`config.mk`:
```
export PLATFORM = sky130hd
export DESIGN_NAME = partition_fit_allocator_top_flat
export DESIGN_NICKNAME = d
export VERILOG_FILES = /design/src/rtl/core/pfa_pkg.sv /design/src/rtl/core/pfa_stream_if.sv /design/src/rtl/core/pfa_cfg.sv /design/src/rtl/core/pfa_cell.sv /design/src/rtl/core/partition_fit_allocator_top.sv /design/src/flat_wrapper.sv
export SDC_FILE = /design/constraint.sdc
export NUM_CORES = 2
export LEC_CHECK = 0
export BUFFER_PORTS_ARGS = -buffer_cell sky130_fd_sc_hd__buf_4
export CAP_MARGIN = 20
export CORE_MARGIN = 2
export CORE_UTILIZATION = 66
export CTS_BUF_LIST = sky130_fd_sc_hd__clkbuf_8
export DETAILED_ROUTE_END_ITERATION = 10
export GPL_TIMING_DRIVEN = 0
export PLACE_DENSITY = 0.82
export SLEW_MARGIN = 20
export SYNTH_ARGS = -nofsm -noshare
export SYNTH_HDL_FRONTEND = slang
export SYNTH_HIERARCHICAL = 1
export SYNTH_SLANG_ARGS = --single-unit
export TNS_END_PERCENT = 20
```
`constraint.sdc`:
```
create_clock -name clk -period 6.2 [get_ports clk]
set_input_delay 0.62 -clock clk [delete_from_list [all_inputs] [get_ports clk]]
set_output_delay 0.62 -clock clk [all_outputs]
set_load 0.05 [all_outputs]
```
`src/rtl/core/pfa_pkg.sv`:
```
// ----------------------------------------------------------------------------
// pfa_pkg
// Shared types and constants of the partition fit allocator.
// ----------------------------------------------------------------------------
package pfa_pkg;

	// fixed field widths of the request and response channels
	localparam int CMD_W   = 1;
	localparam int SEL_W   = 4;
	localparam int AMT_W   = 16;
	localparam int REM_W   = 16;
	localparam int TOTAL_W = 20;

	// configuration port
	localparam int PADDR_W = 3;
	localparam int PDATA_W = 32;
	localparam int PARTS_W = 5;

	localparam logic [PARTS_W-1:0] PARTS_RESET = 5'd16;

	// register indexes (one 32-bit word each)
	localparam logic REG_FIT_POLICY   = 1'b0;
	localparam logic REG_PARTS_IN_USE = 1'b1;

	// request commands
	localparam logic [CMD_W-1:0] CMD_LOAD  = 1'b0;
	localparam logic [CMD_W-1:0] CMD_ALLOC = 1'b1;

	typedef enum logic [1:0] {
		POL_FIRST = 2'd0,
		POL_BEST  = 2'd1,
		POL_WORST = 2'd2
	} fit_policy_t;

	typedef enum logic [1:0] {
		ST_IDLE,
		ST_SCAN,
		ST_WRITE
	} state_t;

	// configuration register contents
	typedef struct packed {
		fit_policy_t              policy;
		logic [PARTS_W-1:0]       parts_in_use;
	} cfg_t;

	// broadcast to every cell during a scan
	typedef struct packed {
		fit_policy_t              policy;
		logic [PARTS_W-1:0]       parts_in_use;
		logic [AMT_W-1:0]         req;
	} scan_ctrl_t;

endpackage

```
`src/rtl/core/pfa_stream_if.sv`:
```
// ----------------------------------------------------------------------------
// pfa_req_if / pfa_rsp_if
// Valid/ready channels carrying allocator requests and responses.
// ----------------------------------------------------------------------------
interface pfa_req_if;
	logic        valid;
	logic        ready;
	logic [0:0]  command;
	logic [3:0]  part_select;
	logic [15:0] amount;

	modport source (output valid, command, part_select, amount, input ready);
	modport sink (input valid, command, part_select, amount, output ready);
endinterface

interface pfa_rsp_if;
	logic        valid;
	logic        ready;
	logic        granted;
	logic [3:0]  part_index;
	logic [15:0] part_remaining;
	logic [19:0] total_free;

	modport source (output valid, granted, part_index, part_remaining, total_free,
		input ready);
	modport sink (input valid, granted, part_index, part_remaining, total_free,
		output ready);
endinterface

```
`src/rtl/core/pfa_cfg.sv`:
```
// ----------------------------------------------------------------------------
// pfa_cfg
// APB register file holding the fit policy and the scanned partition count.
// ----------------------------------------------------------------------------
module pfa_cfg (
	input  logic                        clk,
	input  logic                        arst_n,
	input  logic                        psel,
	input  logic                        penable,
	input  logic                        pwrite,
	input  logic [pfa_pkg::PADDR_W-1:0] paddr,
	input  logic [pfa_pkg::PDATA_W-1:0] pwdata,
	output logic [pfa_pkg::PDATA_W-1:0] prdata,
	output logic                        pready,
	output pfa_pkg::cfg_t               cfg
);
	import pfa_pkg::*;

	cfg_t cfg_q;
	logic wr_stb;
	logic reg_sel;

	assign pready  = 1'b1;
	assign wr_stb  = psel && penable && pwrite;
	// one word per register, byte lanes ignored
	assign reg_sel = paddr[2];

	// register writes
	always_ff @(posedge clk or negedge arst_n) begin
		if (!arst_n) begin
			cfg_q.policy       <= POL_FIRST;
			cfg_q.parts_in_use <= PARTS_RESET;
		end else if (wr_stb) begin
			unique case (reg_sel)
				REG_FIT_POLICY:   cfg_q.policy <= fit_policy_t'(pwdata[1:0]);
				REG_PARTS_IN_USE: cfg_q.parts_in_use <= pwdata[PARTS_W-1:0];
				default: ;
			endcase
		end
	end

	// read mux
	always_comb begin
		unique case (reg_sel)
			REG_FIT_POLICY:   prdata = PDATA_W'(cfg_q.policy);
			REG_PARTS_IN_USE: prdata = PDATA_W'(cfg_q.parts_in_use);
			default:          prdata = '0;
		endcase
	end

	assign cfg = cfg_q;

endmodule

```
`src/rtl/core/pfa_cell.sv`:
```
// ----------------------------------------------------------------------------
// pfa_cell
// One partition: holds its free size and folds itself into the candidate
// handed down the chain from the previous cell.
// ----------------------------------------------------------------------------
module pfa_cell #(
	parameter int IDX_W     = 4,
	parameter int SIZE_BITS = 16,
	parameter int CELL_IDX  = 0
) (
	input  logic                   clk,
	input  logic                   arst_n,
	input  pfa_pkg::scan_ctrl_t    ctrl,
	input  logic                   found_in,
	input  logic [IDX_W-1:0]       idx_in,
	input  logic [SIZE_BITS-1:0]   size_in,
	output logic                   found_out,
	output logic [IDX_W-1:0]       idx_out,
	output logic [SIZE_BITS-1:0]   size_out,
	input  logic                   wr_en,
	input  logic [SIZE_BITS-1:0]   wr_data,
	output logic [SIZE_BITS-1:0]   entry
);
	import pfa_pkg::*;

	localparam int CMP_W = (SIZE_BITS > AMT_W) ? SIZE_BITS : AMT_W;

	logic [SIZE_BITS-1:0] entry_q;
	logic                 found_q;
	logic [IDX_W-1:0]     idx_q;
	logic [SIZE_BITS-1:0] size_q;
	logic                 in_scan;
	logic                 fits;
	logic                 take;

	assign in_scan = 32'(ctrl.parts_in_use) > CELL_IDX;
	assign fits    = CMP_W'(ctrl.req) <= CMP_W'(entry_q);

	// does this partition replace the incoming candidate
	always_comb begin
		case (ctrl.policy)
			POL_FIRST: take = !found_in && fits;
			POL_BEST:  take = fits && (!found_in || entry_q < size_in);
			POL_WORST: take = !found_in || entry_q > size_in;
			default:   take = 1'b0;
		endcase
		take = take && in_scan;
	end

	// candidate stage toward the next cell
	always_ff @(posedge clk or negedge arst_n) begin
		if (!arst_n) begin
			found_q <= 1'b0;
		end else begin
			found_q <= found_in || take;
		end
	end

	always_ff @(posedge clk) begin
		idx_q  <= take ? IDX_W'(CELL_IDX) : idx_in;
		size_q <= take ? entry_q : size_in;
	end

	// free size of this partition
	always_ff @(posedge clk or negedge arst_n) begin
		if (!arst_n) begin
			entry_q <= '0;
		end else if (wr_en) begin
			entry_q <= wr_data;
		end
	end

	assign found_out = found_q;
	assign idx_out   = idx_q;
	assign size_out  = size_q;
	assign entry     = entry_q;

endmodule

```
`src/rtl/core/partition_fit_allocator_top.sv`:
```
// ----------------------------------------------------------------------------
// partition_fit_allocator_top
// Fixed-partition allocator with first, best and worst fit over a cell chain.
// ----------------------------------------------------------------------------
// One item is handled at a time. A load request goes from idle straight to the
// write-back state (write-back only); an allocate request first passes the
// scan state, in which the candidate walks the chain of NUM_PARTS partition
// cells one cell per clock, and then the write-back state, where the response
// register is loaded. The write-back cycle repeats for as long as the previous
// response is still held. A new request is accepted on the cycle after the
// response register is loaded, even if that response has not yet been taken.
// Configuration writes must be done while no request is in flight. The
// partition table and the running free total clear at reset; there is no
// clearing pass.
module partition_fit_allocator_top #(
	parameter int NUM_PARTS = 16,
	parameter int SIZE_BITS = 16
) (
	input  logic                        clk,
	input  logic                        arst_n,
	pfa_req_if.sink                     req,
	pfa_rsp_if.source                   rsp,
	input  logic                        psel,
	input  logic                        penable,
	input  logic                        pwrite,
	input  logic [pfa_pkg::PADDR_W-1:0] paddr,
	input  logic [pfa_pkg::PDATA_W-1:0] pwdata,
	output logic [pfa_pkg::PDATA_W-1:0] prdata,
	output logic                        pready
);
	import pfa_pkg::*;

	localparam int IDX_W = $clog2(NUM_PARTS);
	localparam int CNT_W = $clog2(NUM_PARTS);
	localparam int CMP_W = (SIZE_BITS > AMT_W) ? SIZE_BITS : AMT_W;

	cfg_t       cfg;
	scan_ctrl_t ctrl;
	state_t     state_q;
	state_t     state_nxt;

	logic [CNT_W-1:0]   cnt_q;
	logic [CMD_W-1:0]   cmd_q;
	logic [SEL_W-1:0]   sel_q;
	logic [AMT_W-1:0]   amt_q;
	logic [TOTAL_W-1:0] total_q;

	logic               rsp_valid_q;
	logic               rsp_granted_q;
	logic [SEL_W-1:0]   rsp_index_q;
	logic [REM_W-1:0]   rsp_rem_q;
	logic [TOTAL_W-1:0] rsp_total_q;

	logic                 found_c [NUM_PARTS+1];
	logic [IDX_W-1:0]     idx_c   [NUM_PARTS+1];
	logic [SIZE_BITS-1:0] size_c  [NUM_PARTS+1];
	logic [SIZE_BITS-1:0] entries [NUM_PARTS];
	logic [NUM_PARTS-1:0] cell_wr;

	logic                 req_fire;
	logic                 out_free;
	logic                 fire;
	logic                 is_load;
	logic                 load_ok;
	logic                 granted;
	logic                 wr_any;
	logic [IDX_W-1:0]     sel_idx;
	logic [IDX_W-1:0]     wr_idx;
	logic [SIZE_BITS-1:0] new_size;
	logic [SIZE_BITS-1:0] wr_data;
	logic [SIZE_BITS-1:0] old_size;
	logic [SIZE_BITS-1:0] best_size;
	logic [TOTAL_W-1:0]   total_nxt;

	// configuration registers
	pfa_cfg u_cfg (
		.clk     (clk),
		.arst_n  (arst_n),
		.psel    (psel),
		.penable (penable),
		.pwrite  (pwrite),
		.paddr   (paddr),
		.pwdata  (pwdata),
		.prdata  (prdata),
		.pready  (pready),
		.cfg     (cfg)
	);

	assign ctrl.policy       = cfg.policy;
	assign ctrl.parts_in_use = cfg.parts_in_use;
	assign ctrl.req          = amt_q;

	// empty candidate enters the head of the chain
	assign found_c[0] = 1'b0;
	assign idx_c[0]   = '0;
	assign size_c[0]  = '0;

	// chain of partition cells
	for (genvar i = 0; i < NUM_PARTS; i++) begin : g_cell
		assign cell_wr[i] = wr_any && (wr_idx == IDX_W'(i));

		pfa_cell #(
			.IDX_W     (IDX_W),
			.SIZE_BITS (SIZE_BITS),
			.CELL_IDX  (i)
		) u_cell (
			.clk       (clk),
			.arst_n    (arst_n),
			.ctrl      (ctrl),
			.found_in  (found_c[i]),
			.idx_in    (idx_c[i]),
			.size_in   (size_c[i]),
			.found_out (found_c[i+1]),
			.idx_out   (idx_c[i+1]),
			.size_out  (size_c[i+1]),
			.wr_en     (cell_wr[i]),
			.wr_data   (wr_data),
			.entry     (entries[i])
		);
	end

	// next state
	always_comb begin
		state_nxt = state_q;
		unique case (state_q)
			ST_IDLE: begin
				if (req.valid) begin
					state_nxt = (req.command == CMD_LOAD) ? ST_WRITE : ST_SCAN;
				end
			end
			ST_SCAN: begin
				if (cnt_q == CNT_W'(NUM_PARTS - 1)) begin
					state_nxt = ST_WRITE;
				end
			end
			ST_WRITE: begin
				if (out_free) begin
					state_nxt = ST_IDLE;
				end
			end
			default: state_nxt = ST_IDLE;
		endcase
	end

	// fsm outputs
	always_comb begin
		req.ready = 1'b0;
		fire      = 1'b0;
		unique case (state_q)
			ST_IDLE:  req.ready = 1'b1;
			ST_SCAN:  ;
			ST_WRITE: fire = out_free;
			default:  ;
		endcase
	end

	assign req_fire = req.valid && req.ready;
	assign out_free = !rsp_valid_q || rsp.ready;

	// state, scan counter and captured request
	always_ff @(posedge clk or negedge arst_n) begin
		if (!arst_n) begin
			state_q <= ST_IDLE;
			cnt_q   <= '0;
		end else begin
			state_q <= state_nxt;
			cnt_q   <= (state_q == ST_SCAN) ? cnt_q + CNT_W'(1) : '0;
		end
	end

	always_ff @(posedge clk) begin
		if (req_fire) begin
			cmd_q <= req.command;
			sel_q <= req.part_select;
			amt_q <= req.amount;
		end
	end

	// decision at the tail of the chain
	assign is_load   = (cmd_q == CMD_LOAD);
	assign load_ok   = 32'(sel_q) < NUM_PARTS;
	assign sel_idx   = IDX_W'(sel_q);
	assign old_size  = entries[sel_idx];
	assign new_size  = SIZE_BITS'(amt_q);
	assign best_size = size_c[NUM_PARTS];
	assign granted   = !is_load && found_c[NUM_PARTS] &&
		((cfg.policy != POL_WORST) || (CMP_W'(amt_q) <= CMP_W'(best_size)));

	assign wr_idx  = is_load ? sel_idx : idx_c[NUM_PARTS];
	assign wr_data = is_load ? new_size
		: SIZE_BITS'(CMP_W'(best_size) - CMP_W'(amt_q));
	assign wr_any  = fire && ((is_load && load_ok) || granted);

	// running free total
	always_comb begin
		total_nxt = total_q;
		if (is_load && load_ok) begin
			total_nxt = total_q - TOTAL_W'(old_size) + TOTAL_W'(new_size);
		end else if (granted) begin
			total_nxt = total_q - TOTAL_W'(amt_q);
		end
	end

	always_ff @(posedge clk or negedge arst_n) begin
		if (!arst_n) begin
			total_q <= '0;
		end else if (fire) begin
			total_q <= total_nxt;
		end
	end

	// response register
	always_ff @(posedge clk or negedge arst_n) begin
		if (!arst_n) begin
			rsp_valid_q <= 1'b0;
		end else if (fire) begin
			rsp_valid_q <= 1'b1;
		end else if (rsp.ready) begin
			rsp_valid_q <= 1'b0;
		end
	end

	always_ff @(posedge clk) begin
		if (fire) begin
			rsp_granted_q <= granted;
			rsp_total_q   <= total_nxt;
			if (is_load) begin
				rsp_index_q <= sel_q;
				rsp_rem_q   <= load_ok ? REM_W'(new_size) : '0;
			end else begin
				rsp_index_q <= granted ? SEL_W'(idx_c[NUM_PARTS]) : '0;
				rsp_rem_q   <= granted ? REM_W'(wr_data) : '0;
			end
		end
	end

	assign rsp.valid          = rsp_valid_q;
	assign rsp.granted        = rsp_granted_q;
	assign rsp.part_index     = rsp_index_q;
	assign rsp.part_remaining = rsp_rem_q;
	assign rsp.total_free     = rsp_total_q;

	// at most one partition is written per request
	a_one_write: assert property (@(posedge clk) disable iff (!arst_n)
		$onehot0(cell_wr))
		else $error("more than one partition written");

	// an accepted request leaves idle until its response is loaded
	a_busy_after_accept: assert property (@(posedge clk) disable iff (!arst_n)
		req_fire |=> state_q != ST_IDLE)
		else $error("request accepted without leaving idle");

	// a new response appears only out of the write-back cycle
	a_rsp_from_write: assert property (@(posedge clk) disable iff (!arst_n)
		$rose(rsp_valid_q) |-> $past(state_q) == ST_WRITE)
		else $error("response raised outside write-back");

	// a stalled write-back keeps the captured request intact
	a_write_hold: assert property (@(posedge clk) disable iff (!arst_n)
		(state_q == ST_WRITE && !out_free) |=>
			(state_q == ST_WRITE && $stable(amt_q) && $stable(cmd_q)))
		else $error("write-back lost while response stalled");

endmodule
```
`src/flat_wrapper.sv`:
```
// flat-port wrapper written by rule: the top's interface ports become plain ports
module partition_fit_allocator_top_flat import pfa_pkg::*;
#(
	parameter int NUM_PARTS = 16,
	parameter int SIZE_BITS = 16
)
  (clk, arst_n, psel, penable, pwrite, paddr, pwdata, prdata, pready, req_valid, req_command, req_part_select, req_amount, req_ready, rsp_valid, rsp_granted, rsp_part_index, rsp_part_remaining, rsp_total_free, rsp_ready);
  pfa_req_if req_i ();
  pfa_rsp_if rsp_i ();
  input  logic clk;
  input  logic arst_n;
  input  logic psel;
  input  logic penable;
  input  logic pwrite;
  input  logic [pfa_pkg::PADDR_W-1:0] paddr;
  input  logic [pfa_pkg::PDATA_W-1:0] pwdata;
  output logic [pfa_pkg::PDATA_W-1:0] prdata;
  output logic pready;
  input wire logic [$bits(req_i.valid)-1:0] req_valid;
  input wire logic [$bits(req_i.command)-1:0] req_command;
  input wire logic [$bits(req_i.part_select)-1:0] req_part_select;
  input wire logic [$bits(req_i.amount)-1:0] req_amount;
  output wire logic [$bits(req_i.ready)-1:0] req_ready;
  output wire logic [$bits(rsp_i.valid)-1:0] rsp_valid;
  output wire logic [$bits(rsp_i.granted)-1:0] rsp_granted;
  output wire logic [$bits(rsp_i.part_index)-1:0] rsp_part_index;
  output wire logic [$bits(rsp_i.part_remaining)-1:0] rsp_part_remaining;
  output wire logic [$bits(rsp_i.total_free)-1:0] rsp_total_free;
  input wire logic [$bits(rsp_i.ready)-1:0] rsp_ready;
  assign req_i.valid = req_valid;
  assign req_i.command = req_command;
  assign req_i.part_select = req_part_select;
  assign req_i.amount = req_amount;
  assign req_ready = req_i.ready;
  assign rsp_valid = rsp_i.valid;
  assign rsp_granted = rsp_i.granted;
  assign rsp_part_index = rsp_i.part_index;
  assign rsp_part_remaining = rsp_i.part_remaining;
  assign rsp_total_free = rsp_i.total_free;
  assign rsp_i.ready = rsp_ready;
  partition_fit_allocator_top #(.NUM_PARTS(NUM_PARTS), .SIZE_BITS(SIZE_BITS)) u_core (.clk(clk), .arst_n(arst_n), .req(req_i), .rsp(rsp_i), .psel(psel), .penable(penable), .pwrite(pwrite), .paddr(paddr), .pwdata(pwdata), .prdata(prdata), .pready(pready));
endmodule
```
## Word-level counts from Yosys, hierarchy flattened

Index checks and enable logic that the tools add are counted.

- Add/sub/neg operators: 5
- Order comparisons: 64
- Equality and inequality tests: 24
- Mux-type cells: 53
- Bitwise logic cells: 3
- Reductions and logical operators: 140

Operators by type and width:

| kind | number |
|---|---|
| 16-bit 2-to-1 mux | 20 |
| 16-bit less-or-equal comparator | 17 |
| 16-bit > comparator | 15 |
| 16-bit less-than comparator | 15 |
| 1-bit logical AND | 68 |
| 16-bit binary-select mux with 4-bit select | 1 |
| 32-bit one-hot mux with 2 select lines | 1 |
| 1-bit logical OR | 48 |
| 1-bit one-hot mux with 3 select lines | 15 |
| 5-bit by 4-bit > comparator with 1-bit output, second input constant | 8 |
| 20-bit 2-to-1 mux | 2 |
| 20-bit by 16-bit subtractor with 20-bit output | 2 |
| 4-bit equality test, second input constant | 9 |
| 20-bit by 16-bit adder with 20-bit output | 1 |
| 5-bit by 3-bit > comparator with 1-bit output, second input constant | 4 |
| 4-bit by 3-bit equality test with 1-bit output, second input constant | 4 |
| 1-bit zero test | 16 |
| 4-bit 2-to-1 mux | 4 |
| 16-bit subtractor | 1 |
| 5-bit by 1-bit > comparator with 1-bit output, second input constant | 2 |
| 5-bit by 2-bit > comparator with 1-bit output, second input constant | 2 |
| 4-bit by 2-bit equality test with 1-bit output, second input constant | 2 |
| 2-bit 2-to-1 mux | 4 |
| 2-bit one-hot mux with 3 select lines | 1 |
| other kinds (17) | 27 |

- Flip-flop bits (word level): 673
- Bits of input ports: 63
- Word-level logic and storage cells: 365

## Depth between registers and ports, before layout

- Word-level depth: 7
- Gate-level depth with buffers: 16
- Gate-level depth less buffers: 14

## Cells and area by module

Netlist, hierarchy kept.

Modules (own cells, without submodules):

| module | times used | cells each | area an instance (µm²) |
|---|---|---|---|
| partition_fit_allocator_top | 1 | 827 | 8,793.4 |
| pfa_cell (u_core.g_cell[12].u_cell ...) | 2 | 222 | 2,064.5 |
| pfa_cell (u_core.g_cell[1].u_cell) | 1 | 301 | 2,620.0 |
| pfa_cell (u_core.g_cell[3].u_cell) | 1 | 301 | 2,617.5 |
| pfa_cell (u_core.g_cell[2].u_cell) | 1 | 299 | 2,605.0 |
| pfa_cell (u_core.g_cell[7].u_cell) | 1 | 300 | 2,596.2 |
| pfa_cell (u_core.g_cell[6].u_cell) | 1 | 296 | 2,570.0 |
| pfa_cell (u_core.g_cell[11].u_cell) | 1 | 284 | 2,555.0 |
| pfa_cell (u_core.g_cell[0].u_cell) | 1 | 276 | 2,427.3 |
| pfa_cell (u_core.g_cell[5].u_cell) | 1 | 219 | 2,075.7 |
| pfa_cell (u_core.g_cell[9].u_cell) | 1 | 214 | 2,069.5 |
| pfa_cell (u_core.g_cell[10].u_cell) | 1 | 222 | 2,065.7 |
| pfa_cell (u_core.g_cell[4].u_cell) | 1 | 223 | 2,063.2 |
| pfa_cell (u_core.g_cell[14].u_cell) | 1 | 218 | 2,057.0 |
| 3 more rows | n/a | n/a | n/a |

## Worst setup path before layout

OpenSTA, ideal clock, no wires.

- Path kind: flip-flop to flip-flop
- Start point: reg u_core.sel_q[0] (netlist: u_core/sel_idx[0])
- End point: reg u_core.rsp_total_q[19] (netlist: u_core/rsp.total_free[19]) (data pin)
- Arrival time: 4.346 ns
- Data required time: 5.940 ns
- Setup slack: 1.594 ns
- Stages on the path, launching flop included: 16
- Path through: edfxtp_1 -> buf_2 -> buf_1 -> mux4_2 -> mux4_2 -> fa_1 -> inv_1 -> ha_1 -> a211oi_1 -> o21ai_0 -> a22oi_1 -> o21ai_1 -> o211ai_1 -> xnor2_1 -> a2bb2oi_1 -> xnor2_1

- Word-level cells in the longest chain between the ends: 7

RTL lines:

| item | RTL line | RTL |
|---|---|---|
| start, declared | partition_fit_allocator_top.sv:44 | `logic [SEL_W-1:0] sel_q;` |
| start signal, assigned | partition_fit_allocator_top.sv:174 | `sel_q <= req.part_select;` |
| 4-bit NOT with 5-bit output (not written as such) | partition_fit_allocator_top.sv:183 | `assign old_size = entries[sel_idx];` |
| 16-bit binary-select mux with 4-bit select | partition_fit_allocator_top.sv:183 |  |
| 16-bit 2-to-1 mux (not written as such) (2 in a row) | partition_fit_allocator_top.sv:183 |  |
| 20-bit by 16-bit subtractor with 20-bit output | partition_fit_allocator_top.sv:198 | `total_nxt = total_q - TOTAL_W'(old_size) + TOTAL_W'(new_size);` |
| 20-bit by 16-bit adder with 20-bit output | partition_fit_allocator_top.sv:198 |  |
| 20-bit 2-to-1 mux | partition_fit_allocator_top.sv:197 | `if (is_load && load_ok) begin` |
| via u_core.total_nxt[19] | partition_fit_allocator_top.sv:73 | `logic [TOTAL_W-1:0] total_nxt;` |
| end signal, assigned | partition_fit_allocator_top.sv:226 | `rsp_total_q <= total_nxt;` |
| end, declared | partition_fit_allocator_top.sv:52 | `logic [TOTAL_W-1:0] rsp_total_q;` |

The timed path passes the listed nets, and every way through them passes these cells. The select of a mux whose other input is x is not followed.
A chain may end at the register's enable or synchronous reset.

## Worst setup path in the final report

- Start point: reg u_core.sel_q[1] (netlist: u_core/sel_idx[1])
- End point: reg u_core.rsp_total_q[19] (netlist: u_core/rsp.total_free[19]) (data pin)

The elaborated chain is that of the path after synthesis.

==> impl_metrics.yaml <==
floorplan:
  die_y_um: 268
  core-area_mm2: 0.0687
  dieArea_mm2: 0.0716
  initial_core_util_pct: 66.7
  row_count: 96
  die_x_um: 268
  io_pins: 139
finish:
  final_area_mm2: 0.0518
  finalNetCount: 5890
  drive_gt1_share_pct: 13.0
  final_cells: 6284
  syn2layout_area_growth_pct: 12.9
  utilization_pct: 75.3
power_and_ir_drop:
  totalPowerFinal_mw: 33.6
  power_density_mw_per_mm2: 649
  power_leakage_nw: 24.9
  p_sw_mw: 16.8
  p_comb_share_pct: 60.5
  switching_share_pct: 49.9
  p_int_mw: 16.8
  clkPwrFrac_pct: 13.1
  pwr-share-seq_pct: 26.4
  ir_drop_v: 0.000352
placed_design:
  hpwl_um: 125000
  dp_cells: 6053
  gp_congestion: 1.03
  io_buffers: 81
  placed_area_mm2: 0.0492
drt:
  wirelength_um: 165000
  routed_via_density: 6.71
  avgRoutedWirePerCell_um: 26.3
  via_count: 42100
  drtPass1Iterations: 10
  drc: 0
  ant_nets: 0
  drt_iter0_drc: 5934
timing:
  slew_headroom_pct: 23.4
  clock.fmax_ghz: 0.169
  fin_crit_sh_pct: 95.7
  setup_viol: 0
  clock-skew-final_ps: 52.2
  min_period_ps: 5930
  worstMarginPinSlew_ps: 1140
  hold_violations: 0
  finalMaxSlewViolations: 0
  rsz0062_at_grt: "no"
grt:
  first_global_vias: 40000
  grt_pass1_wl_um: 243000
  grt_use_total_pct: 45.7
  grtUsageMet3_pct: 16.3
  overflow: 0
  use_met1_pct: 58.8
  use_met2_pct: 63.8
  grt_max_degree: 88
  grt-busiest-layer: "met2"
  antenna_found_initial: 9
run:
  drv_cap: 0
yosys:
  synthTopCellsByArea: "dfrtp_1, ha_1, dfxtp_1"
  synth_top_cell_area_share_pct: 16.6
  synth.largest_area_cell: "dfrtp_1"
  avgSynthCellArea_um2: 9.35
  async_reset_ff_share_pct: 44.5
  ys.flop_type: "dfxtp_1"
  ys_seq_elements: 688
  synth_edf_count: 62
  synth-warning-count: 6
  ys_seq_area_share_pct: 34.7
  yosysUniqueCellTypes: 121
  syn_inst: 4906
  netlist_area_mm2: 0.0458
clock_tree:
  clkTransAtPathRegs_ps: 70
  cts_tree: "done"
  clock_sinks: 688
  clockBufferDepth: 3
  worstSkewPairLatency_ps: 790
  cts_setup_buffers: 0
  root_buffer: "clkbuf_8"
  numCtsBuffers: 113
  cts_max_level: 3
setup_path:
  path_depth: 15
  slowest_delay_ps: 640
  path_class: "reg2reg"
  endpoint_kind: "flop"
  cp.required_ps: 6710
  slowest_stage: "edfxtp_1"
  critPathMaxFanout: 10
  worst-path-buf-inv: 3
  path_delay_family: "compound AO/OA/AOI/OAI gates"
  cp.arrival_ps: 6440
  start_kind: "flop"
  path_cells: "clkbuf_2 -> clkbuf_1 -> mux4_2 -> mux4_2 -> fa_1 -> inv_1 -> ha_1 -> o21ai_0 -> a21oi_1 -> o211ai_1 -> o21ai_1 -> o211ai_1 -> xnor2_1 -> a2bb2oi_1 -> xnor2_1"
  r2r.worst_path.cells: 15
min_path:
  hp-class: "in2reg"
  whs_path_depth: 1
outcome:
  status: "finished, final reports clean"
what timing repair did:
action | in CTS | in global routing
hold buffers | 5 | 0
endpoints found under the setup margin | 0 | 5
gates resized for setup | 0 | 4
hold endpoints to repair | 62 | 0
cell families after synthesis:
family	after synthesis	share of synthesized area (%)
muxes	258	7.97
other	3	0.0246
DFF	688	34.7
xor gates and xnor gates	40	0.764
and+or+nand+nor	1210	13.2
AOI/OAI and AO/OA	1265	19.0
adders and majority gates	585	16.3
buffers and inverters	857	8.02
path summary, 6_finish.rpt:
path	endpoint	from	slack (ps)
setup / recovery	u_core/rsp.total_free[19]	u_core/sel_idx[1]	270
hold / removal	u_core/cmd_q	req_command	50
setup reg to reg	u_core/rsp.total_free[19]	u_core/sel_idx[1]	270
hold reg to reg	u_core/g_cell[15].u_cell/idx_out[2]	u_core/g_cell[14].u_cell/idx_out[2]	410
max in group asynchronous	u_core/g_cell[0].u_cell/found_out	arst_n	4500
min in group asynchronous	u_core/cnt_q[3]	arst_n	390
registers in the layout, indices dropped and copies added, names as in the netlist:
signal / flops
u_core/g_cell.u_cell/entry: 256
u_core/state_q: 2
u_core/rsp.part_remaining: 16
u_core/rsp.valid: 1
u_core/rsp.part_index: 4
u_core/rsp.total_free: 20
u_core/total_q: 20
u_core/cnt_q: 4
u_core/cmd_q: 1
u_core/rsp.granted: 1
u_core/g_cell.u_cell/size_out: 256
u_core/g_cell.u_cell/found_out: 16
u_core/g_cell.u_cell/idx_out: 64
u_core/u_cfg/cfg: 7
u_core/sel_idx: 4
u_core/amt_q: 16
layout by cell type, fill, tap and decap left out, types with 36 or more instances in the layout:
| master | netlist | routed |
|---|---|---|
| conb_1 | 3 | 84 |
| nor2_1 | 226 | 226 |
| inv_1 | 630 | 666 |
| o21ai_0 | 378 | 372 |
| nor2b_1 | 57 | 57 |
| o221ai_1 | 52 | 52 |
| edfxtp_1 | 62 | 62 |
| dfxtp_1 | 320 | 320 |
| o211ai_1 | 113 | 113 |
| mux2i_1 | 147 | 143 |
| mux4_2 | 80 | 80 |
| nand4_1 | 93 | 93 |
| nand3_1 | 112 | 111 |
| clkbuf_1 | 121 | 120 |
| a32oi_1 | 101 | 101 |
| a21oi_1 | 247 | 246 |
| dfrtp_1 | 305 | 300 |
| nor3_1 | 41 | 41 |
| clkbuf_8 | 4 | 141 |
| nand2b_1 | 36 | 36 |
| a21o_1 | 56 | 56 |
| o211ai_2 | 41 | 41 |
| buf_4 | 35 | 116 |
| nand2_1 | 477 | 476 |
| ha_1 | 567 | 567 |
layout make-up:
class	instances	area, µm²
plain buffers	226	1310
clock inverters	78	613
clock buffers	137	1890
fillers	4871	16900
diodes	11	27.5
well taps	931	1160
inverters	631	2370
multi-input cells	3442	26700
flip-flops and latches	688	15900
repair buffers	140	1770
power groups by stage:
| stage | Clock, mW | Sequential, mW | Combinational, mW |
|---|---|---|---|
| after floorplan | 0 | 8.12 | 13.1 |
| after global routing | 4.59 | 8.90 | 21.6 |
| after global placement | 0 | 8.87 | 17.8 |
| final | 4.40 | 8.85 | 20.3 |
| after CTS | 4.40 | 8.66 | 19.5 |
| after detailed placement | 0 | 8.70 | 19.3 |
synth_stat cells, drive strengths merged (27+ instances only):
cell / number
a32oi: 101
mux2: 31
a21oi: 254
nor2b: 57
nand2b: 36
o211ai: 154
edfxtp: 62
clkbuf: 126
a21o: 57
dfxtp: 320
o221ai: 52
o21ai: 408
mux2i: 147
buf: 100
dfrtp: 305
nor3: 43
mux4: 80
nor4: 31
inv: 631
nand4: 104
nand3: 114
ha: 567
nand2: 477
nor2: 227
xnor2: 27
per-stage QoR:
step | worst slack, ps | setup TNS (ps) | hold slack (ps)
after floorplan | 1590 | 0 | 324
after global placement | -882 | -54200 | 391
after detailed placement | 116 | 0 | 394
after CTS | 102 | 0 | 11.4
after global routing | 257 | 0 | 19.9
final | 268 | 0 | 45.2
metal layers:
layer | routed length [µm] | up-vias
met5 | 44 | -
met4 | 13800 | 6
met3 | 26100 | 772
met2 | 66000 | 3287
met1 | 59500 | 19800
li1 | - | 18300
Note: power is estimated with default switching activity, not from simulation.
